[config.mk]
export PLATFORM = sky130hd
export DESIGN_NAME = amu_front
export DESIGN_NICKNAME = d
export VERILOG_FILES = /design/src/rtl/amu_pkg.sv /design/src/rtl/amu_front.sv
export SDC_FILE = /design/constraint.sdc
export NUM_CORES = 1
export LEC_CHECK = 0
export ABC_AREA = 1
export BUFFER_PORTS_ARGS = -buffer_cell sky130_fd_sc_hd__buf_2
export CORE_MARGIN = 2
export CORE_UTILIZATION = 57
export CTS_BUF_LIST = sky130_fd_sc_hd__clkbuf_2 sky130_fd_sc_hd__clkbuf_4 sky130_fd_sc_hd__clkbuf_8
export CTS_CLUSTER_SIZE = 28
export DETAILED_ROUTE_END_ITERATION = 6
export PLACE_DENSITY = 0.77
export SLEW_MARGIN = 0
export SYNTH_ARGS = -nofsm -noshare
export SYNTH_HDL_FRONTEND = slang
export SYNTH_SLANG_ARGS = --single-unit
[constraint.sdc]
create_clock -name clock -period 13.65 [get_ports clock]
set_input_delay 2.73 -clock clock [delete_from_list [all_inputs] [get_ports clock]]
set_output_delay 2.73 -clock clock [all_outputs]
set_load 0.005 [all_outputs]
[src/rtl/amu_pkg.sv]
package amu_pkg;

   localparam int ELEMENTS_DEFAULT = 1024;
   localparam int JOB_IDX_W = 16;
   localparam int DIV_STEPS = 49;
   localparam int SQRT_STEPS = 25;

   localparam logic [16:0] Q_ONE = 17'd65536;
   localparam logic [16:0] Q_HALF = 17'd32768;
   localparam logic [48:0] ROOT_NUM = 49'h1_0000_0000_0000;

   localparam logic [15:0] BETA_ONE_RESET = 16'd58982;
   localparam logic [15:0] BETA_TWO_RESET = 16'd65470;
   localparam logic [15:0] EPSILON_RESET = 16'd1;

   typedef enum logic [1:0] {
      REG_BETA_ONE = 2'd0,
      REG_BETA_TWO = 2'd1,
      REG_EPSILON  = 2'd2
   } amu_reg_type;

   typedef enum logic [1:0] {
      JOB_M,
      JOB_S,
      JOB_R
   } amu_div_job_type;

   typedef enum logic [4:0] {
      ST_CLEAR,
      ST_IDLE,
      ST_READ,
      ST_MUL1,
      ST_MUL2,
      ST_MUL3,
      ST_MUL4,
      ST_MUL5,
      ST_MUL6,
      ST_MUL7,
      ST_MUL8,
      ST_CORR_M,
      ST_CORR_S,
      ST_ROOT,
      ST_DIV,
      ST_SQRT,
      ST_OUT
   } amu_state_type;

   typedef struct packed {
      logic [9:0]         element_index;
      logic signed [31:0] gradient;
      logic               new_step;
   } amu_req_type;

   typedef struct packed {
      logic signed [31:0] m_corrected;
      logic [31:0]        s_corrected;
      logic [31:0]        inv_root;
      logic               saturated;
   } amu_rsp_type;

   typedef struct packed {
      logic [JOB_IDX_W-1:0] idx;
      logic signed [31:0]   gradient;
      logic [16:0]          d_one;
      logic [16:0]          d_two;
   } amu_job_type;

   typedef struct packed {
      logic pop;
      logic clearing;
   } amu_ctl_type;

endpackage

[src/rtl/amu_front.sv]
module amu_front #(
   parameter int ELEMENTS = amu_pkg::ELEMENTS_DEFAULT
) (
   input  logic                 clock,
   input  logic                 reset,
   input  logic                 req_push,
   output logic                 req_full,
   input  amu_pkg::amu_req_type req_item,
   input  logic [15:0]          beta_one,
   input  logic [15:0]          beta_two,
   input  amu_pkg::amu_ctl_type ctl,
   output logic                 job_valid,
   output amu_pkg::amu_job_type job
);
   import amu_pkg::*;

   localparam int IDX_W = (ELEMENTS > 1) ? $clog2(ELEMENTS) : 1;

   logic [16:0] pow_one_ff, pow_one_in, pow_two_ff, pow_two_in;
   logic [33:0] prod_one, prod_two;
   logic [IDX_W-1:0] idx_wrap;
   amu_job_type ent_ff [2];
   amu_job_type new_job;
   logic wr_ptr_ff, rd_ptr_ff;
   logic [1:0] cnt_ff, cnt_in;
   logic accept;

   // power advance for a new step
   assign prod_one = 34'(pow_one_ff) * 34'(beta_one) + 34'(Q_HALF);
   assign prod_two = 34'(pow_two_ff) * 34'(beta_two) + 34'(Q_HALF);
   assign pow_one_in = req_item.new_step ? 17'(prod_one >> 16) : pow_one_ff;
   assign pow_two_in = req_item.new_step ? 17'(prod_two >> 16) : pow_two_ff;

   assign idx_wrap = IDX_W'(32'(req_item.element_index) % ELEMENTS);

   always_comb begin
      new_job.idx = JOB_IDX_W'(idx_wrap);
      new_job.gradient = req_item.gradient;
      new_job.d_one = 17'(Q_ONE - pow_one_in);
      new_job.d_two = 17'(Q_ONE - pow_two_in);
   end

   assign req_full = (cnt_ff == 2'd2) || ctl.clearing;
   assign accept = req_push && !req_full;
   assign cnt_in = 2'(cnt_ff + {1'b0, accept} - {1'b0, ctl.pop});
   assign job_valid = (cnt_ff != 2'd0);
   assign job = ent_ff[rd_ptr_ff];

   always_ff @(posedge clock) begin
      if (reset) begin
         pow_one_ff <= Q_ONE;
         pow_two_ff <= Q_ONE;
         wr_ptr_ff <= 1'b0;
         rd_ptr_ff <= 1'b0;
         cnt_ff <= 2'd0;
      end else begin
         if (accept) begin
            pow_one_ff <= pow_one_in;
            pow_two_ff <= pow_two_in;
            wr_ptr_ff <= !wr_ptr_ff;
         end
         if (ctl.pop) begin
            rd_ptr_ff <= !rd_ptr_ff;
         end
         cnt_ff <= cnt_in;
      end
   end

   always_ff @(posedge clock) begin
      if (accept) begin
         ent_ff[wr_ptr_ff] <= new_job;
      end
   end
endmodule

==> flow_summary_export.csv, run 1 <==
group,metric,value,unit
critical_path,cpMostUsedCell,"nand2_1",
synth,syn-cell-area,28720,um^2
timing,finalCriticalPeriod,8519,ps
floorplan,die_width,228.5,um
critical_path,critical_path.max_stage_delay,550,ps
route,vias_per_cell,5.080,
pwr,totalPowerFinal,6.623,mW
global_route,grt_max_degree,77,
critical_path,worstReg2RegEnd,"ent_ff[1][14]",
pwr,leakage,17.46,nW
critical_path,slowest_stage,"fa_1",
route,antenna_left,0,
critical_path,ff2ff_setup_slack,6620,ps
timing,tightest_slew,1212,ps
critical_path,worstSetupPathType,"in -> reg",
global_route,grt.total_usage,26.88,%
critical_path,critPathRequiredTime,13860,ps
clocking,numClockSinks,191,
floorplan,die_h,228.5,um
critical_path,setup.worst_path.start,"beta_one[2]",
layout,area_growth,5.346,%
clocking,clockBufferDepth,2,
floorplan,ios,164,
layout,drive_above_1_share,10.09,%
synth,async_flop_share,0,%
clocking,ctsHoldBuffers,0,
route,drtIter0Drc,1468,
clocking,tritoncts,"yes",
synth,yosys_warnings,0,
clocking,cts_root_buf,"clkbuf_8",
timing,rsz0062_at_grt,"no",
timing,slew_violations,0,
pwr,cellPowerDensity,218.9,nW/um^2
route,drc_errors,0,
global_route,grt_antenna_before_repair,1,
timing,finalClockSkew,11.62,ps
place,place_congestion,0.9429,
clocking,cts_setup_buffers,0,
critical_path,endpoint,"ent_ff[1][33]",
layout,fillCellCount,4463,
critical_path,reg2reg_from,"pow_two_ff[11]",
timing,fin_crit_sh,62.41,%
timing,setup_viol,0,
global_route,grt_pass1_vias,22460,
floorplan,die_area,52190,um^2
layout,nets,4442,
synth,synth_cells,3679,
route,wl_per_cell,15.32,um
critical_path,rr_worst_depth,27,
floorplan,start_util,57.47,%
global_route,grt_pass1_wl,113200,um
run_status,status,"completed",
global_route,overflow,0,
route,vias,22350,
floorplan,std_cell_rows,82,
clocking,clkTransAtPathRegs,90,ps
critical_path,cp_data_arrival_time,8730,ps
synth,avgSynthCellArea,7.805,um^2
timing,final.setup.tns,0,ps
critical_path,critPathMaxFanout,17,
clocking,cts_buffers,17,
layout,num_antenna_cells,0,
critical_path,crit_path_start_kind,"primary input",
synth,synth_cell_types,39,
route,finalWirelength,67400,um
critical_path,critPathCaptureType,"register",
timing,max_freq,117.4,MHz
layout,final_common_cell,"nand2_1",
place,hpwl,53390,um
timing,maxSlewHeadroom,19.08,%
synth,synth-seq-cells,191,
clocking,htreeDepth,4,
synth,yosysSeqAreaShare,18.61,%
floorplan,coreArea,49970,um^2
clocking,ctsResizeCount,0,
flow_run,maxCapViolations,0,
clocking,clk_latency,450,ps
synth,ys_dominant_reg_cell,"edfxtp_1",
route,drt-pass1-iter-count,5,
place,io_buffers,157,
timing,hold_viol_final,0,
worst_hold_path,min_path_type,"reg -> reg",
pwr,ir_drop,0.1944,mV
synth,synth_edf_count,152,
layout,final_cell_mix,"1076 x nand2_1, 1052 x inv_1, 414 x fa_1",
[synthesized netlist by cell type (3+ instances only)]
master | number | share of area, %
fa_1 | 414 | 29
nor2_1 | 87 | 1.1
nand2_2 | 19 | 0.41
buf_2 | 5 | 0.087
buf_1 | 9 | 0.12
ha_1 | 234 | 10
o21bai_1 | 9 | 0.24
xnor2_1 | 9 | 0.27
inv_1 | 1052 | 14
edfxtp_1 | 152 | 16
dfxtp_1 | 39 | 2.7
nor3_1 | 18 | 0.31
nand4_1 | 15 | 0.33
nand2_1 | 1076 | 14
clkbuf_1 | 140 | 1.8
nand2_4 | 4 | 0.16
xor2_1 | 15 | 0.46
o211ai_1 | 17 | 0.44
o21ai_0 | 25 | 0.44
nand3_2 | 11 | 0.38
mux2_2 | 76 | 3.0
nor2_4 | 8 | 0.31
a21o_1 | 4 | 0.10
nand3_1 | 110 | 1.9
inv_2 | 13 | 0.17
or2_2 | 3 | 0.065
buf_4 | 13 | 0.34
a21oi_1 | 62 | 1.1
nand3b_1 | 4 | 0.10
nor2_2 | 24 | 0.52
[worst max-delay path: cells and delay by family]
kind          cells  cell delay, ps
buf+inv           6             650
fa+ha+maj         8            3540
xor+xnor          1             200
simple gates     14            1600
[sequential cells by signal (all words and copies together) (netlist names), named ones only]
| register | flops |
|---|---|
| ent_ff | 152 |
| pow_one_ff | 17 |
| pow_two_ff | 17 |
| cnt_ff | 2 |
| rd_ptr_ff | 1 |
| wr_ptr_ff | 1 |
[per-stage QoR]
stage          util (%)  std cells  setup slack [ps]  hold WS (ps)  cell area (um^2)
2_1_floorplan         -       3684              5051         437.3             28740
5_1_grt           60.54       4399              4753         527.0             30250
3_3_place_gp      59.75       4367              4775         455.1             29850
3_5_place_dp      59.75       4367              4676         461.8             29850
4_1_cts           60.54       4399              5180         485.5             30250
6_report          60.54       4399              5131         493.3             30250
[worst min-delay path by stage]
stage | from | endpoint | depth (start not counted)
after floorplan | cnt_ff[1] | cnt_ff[1] | 1
after global placement | cnt_ff[1] | cnt_ff[1] | 1
after detailed placement | cnt_ff[1] | cnt_ff[1] | 1
after CTS | cnt_ff[1] | cnt_ff[1] | 1
after global routing | cnt_ff[1] | cnt_ff[1] | 1
final | cnt_ff[1] | cnt_ff[1] | 1
[power by group]
group	switching (mW)	internal, mW
sequential	0.0865	0.824
clock	0.208	0.154
combinational	3.50	1.85
[layer usage]
metal | global-route usage, % | routed length [um] | part of all wire, % | vias to the layer above
li1 | - | - | - | 10700
met1 | 37.79 | 28830 | 43 | 10620
met5 | 0 | 13 | 0.019 | -
met4 | 5.351 | 1107 | 1.6 | 2
met2 | 44.17 | 31000 | 46 | 933
met3 | 4.603 | 6451 | 9.6 | 96
[cell type report]
cell class | count | area, um^2 | share of cell area [%]
multi-input cells | 2258 | 18710 | 61.84
flip-flops and latches | 191 | 5349 | 17.68
inverters | 1067 | 4005 | 13.24
repair buffers | 179 | 950.9 | 3.143
well taps | 672 | 840.8 | 2.779
clock buffers | 18 | 241.5 | 0.7982
clock inverters | 14 | 157.7 | 0.5211
[cells by family (layout without fill, tap and decap cells)]
kind of cell,after synthesis,count (layout),share of synthesized area (%)
AO/OA/AOI/OAI,122,122,2.444
XOR/XNOR,24,24,0.7320
adder cells (fa/ha/maj),648,648,39.06
buffers and inverters,1235,1278,16.36
flip-flops,191,191,18.61
multiplexers,76,76,2.980
other,1,6,0.01306
AND/OR/NAND/NOR,1382,1382,19.80
No activity file was read; power rests on OpenSTA's default activity.
==> run 2, diff against run 1 <==
--- a/config.mk
+++ b/config.mk
@@ -12,7 +12,7 @@
 export CTS_BUF_LIST = sky130_fd_sc_hd__clkbuf_2 sky130_fd_sc_hd__clkbuf_4 sky130_fd_sc_hd__clkbuf_8
 export CTS_CLUSTER_SIZE = 28
 export DETAILED_ROUTE_END_ITERATION = 6
-export PLACE_DENSITY = 0.77
+export PLACE_DENSITY = 0.8
 export SLEW_MARGIN = 0
 export SYNTH_ARGS = -nofsm -noshare
 export SYNTH_HDL_FRONTEND = slang
==> constraint.sdc (replaced) <==
create_clock -name clock -period 6.9 [get_ports clock]
set_input_delay 1.38 -clock clock [delete_from_list [all_inputs] [get_ports clock]]
set_output_delay 1.38 -clock clock [all_outputs]
set_load 0.005 [all_outputs]
==> run 2 against run 1 <==
Clock power up 100%. Die area is the same. Flip-flop and latch count unchanged. Wire length is 8.3% higher. Critical path depth up 3. Combinational power rose to 2.7 times the previous value. Final cell count up 6.1%. Largest cell class unchanged.
==> flow_summary_export.csv, run 2 (synthesized netlist as in run 1, its figures left out) <==
group,metric,value,unit
run_status,status,"completed",
clocking,htreeDepth,4,
pwr,totalPowerFinal,16.87,mW
critical_path,slowest_stage,"fa_1",
clocking,tritoncts,"yes",
critical_path,worstReg2RegEnd,"ent_ff[0][23]",
route,vias,23560,
global_route,grt_pass1_vias,24180,
critical_path,setup.worst_path.start,"beta_one[4]",
timing,hold_viol_final,0,
route,drc_errors,0,
layout,largest_reg_flops,152,
critical_path,ff2ff_setup_slack,510,ps
timing,fin_hold_ws,511.8,ps
route,finalWirelength,73000,um
route,antenna_left,0,
floorplan,coreArea,49970,um^2
route,drt-pass1-iter-count,6,
pwr,leakage,18.86,nW
layout,num_antenna_cells,0,
timing,tightest_slew,1007,ps
critical_path,critical_path.max_stage_delay,530,ps
pwr,ir_drop,0.4461,mV
critical_path,rr_worst_depth,32,
global_route,grt_max_degree,77,
layout,area_growth,14.54,%
pwr,switching_share,51.87,%
critical_path,critPathRequiredTime,7170,ps
critical_path,worstSetupPathType,"in -> reg",
critical_path,critPathCaptureType,"register",
floorplan,die_area,52190,um^2
pwr,power.internal,8.122,mW
timing,setup_viol,0,
critical_path,crit_path_start_kind,"primary input",
place,place_congestion,0.9367,
critical_path,cp_data_arrival_time,6980,ps
pwr,cellPowerDensity,513.0,nW/um^2
layout,nets,4712,
layout,multi_input_area,19230,um^2
floorplan,start_util,57.47,%
timing,finalClockSkew,26.08,ps
pwr,power_frac_comb,85.2,%
place,dp_worst_setup_slack,-445.8,ps
clocking,clkTransAtPathRegs,120,ps
timing,max_freq,149.2,MHz
layout,drive_above_1_share,18.79,%
place,place_inst,4629,
critical_path,endpoint,"ent_ff[0][23]",
route,vias_per_cell,5.046,
critical_path,cpMostUsedCell,"inv_1",
floorplan,die_h,228.5,um
critical_path,critPathMaxFanout,11,
clocking,cts_buffers,17,
clocking,numClockSinks,191,
pwr,p_clk_share,4.3,%
route,wl_per_cell,15.63,um
clocking,cts_root_buf,"clkbuf_8",
pwr,pwr-share-seq,10.5,%
timing,setup_slack,197.8,ps
floorplan,ios,164,
floorplan,die_width,228.5,um
timing,fin_crit_sh,97.13,%
layout,final_common_cell,"nand2_1",
global_route,grt_antenna_before_repair,0,
pwr,power.switching,8.752,mW
route,drtIter0Drc,1836,
global_route,grt.total_usage,28.56,%
timing,slew_violations,0,
worst_hold_path,min_path_type,"reg -> reg",
layout,final_cell_mix,"1046 x nand2_1, 1045 x inv_1, 404 x fa_1",
clocking,clockBufferDepth,2,
timing,finalCriticalPeriod,6702,ps
floorplan,std_cell_rows,82,
layout,seq_area,5350,um^2
clocking,clk_latency,470,ps
layout,layoutNonFillerInstCount,4669,
layout,top_register,"ent_ff",
layout,fillCellCount,4080,
place,hpwl,60300,um
place,io_buffers,157,
layout,top_regs,"ent_ff x152, pow_one_ff x17, pow_two_ff x17",
global_route,grt_pass1_wl,120000,um
flow_run,maxCapViolations,0,
critical_path,reg2reg_from,"pow_one_ff[8]",
global_route,overflow,0,
timing,maxSlewHeadroom,32.46,%
-- run 2: worst min path at each step --
| stage | from | end | slack, ps | cells past startpoint |
|---|---|---|---|---|
| after global routing | cnt_ff[1] | cnt_ff[1] | 570 | 1 |
| after global placement | cnt_ff[1] | cnt_ff[1] | 460 | 1 |
| after CTS | cnt_ff[1] | cnt_ff[1] | 520 | 1 |
| after floorplan | cnt_ff[1] | cnt_ff[1] | 440 | 1 |
| final | rd_ptr_ff | register | 510 | 2 |
| after detailed placement | cnt_ff[1] | cnt_ff[1] | 490 | 1 |
-- run 2: repair_timing --
action | CTS | global route
hold buffers | 0 | 0
hold endpoints to repair | 0 | 0
resized for setup | 0 | 132
endpoints found under the setup margin | 0 | 64
setup buffers | 0 | 8
-- run 2: critical path, delay by kind of cell --
family,cells,cell delay [ps]
AO/OA/AOI/OAI,1,110
AND/OR/NAND/NOR,10,860
XOR/XNOR,1,250
buffers and inverters,12,950
adder cells (fa/ha/maj),8,3410
-- run 2: layout make-up --
| type | count | area share, % |
|---|---|---|
| Multi-Input combinational cell | 2258 | 58.48 |
| Inverter | 1067 | 12.18 |
| Clock buffer | 18 | 0.7342 |
| Sequential cell | 191 | 16.27 |
| Tap cell | 672 | 2.556 |
| Timing Repair Buffer | 449 | 9.358 |
| Clock inverter | 14 | 0.4337 |
-- run 2: per-stage QoR --
stage               util (%)  TNS (ps)  area, um^2
floorplan                  -         0       29080
global placement       63.97    -12430       31960
detailed placement     63.97    -21070       31960
CTS                    64.73         0       32340
global route           65.83    -467.5       32890
finish                 65.83         0       32890
-- run 2: power by group through the flow --
stage / registers (mW) / logic, mW / clock network, mW
4_1_cts: 1.76 / 13.1 / 0.744
3_3_place_gp: 1.78 / 12.8 / 0
2_1_floorplan: 1.68 / 8.26 / 0
6_report: 1.77 / 14.4 / 0.732
5_1_grt: 1.78 / 16.1 / 0.785
3_5_place_dp: 1.79 / 13.0 / 0
-- run 2: metal layers --
metal	GRT usage, %	wire (um)	up-vias
met4	6.944	1794	0
met1	39.26	30980	11250
met2	47.15	33900	928
li1	-	-	11260
met5	0	0	-
met3	5.215	6324	120
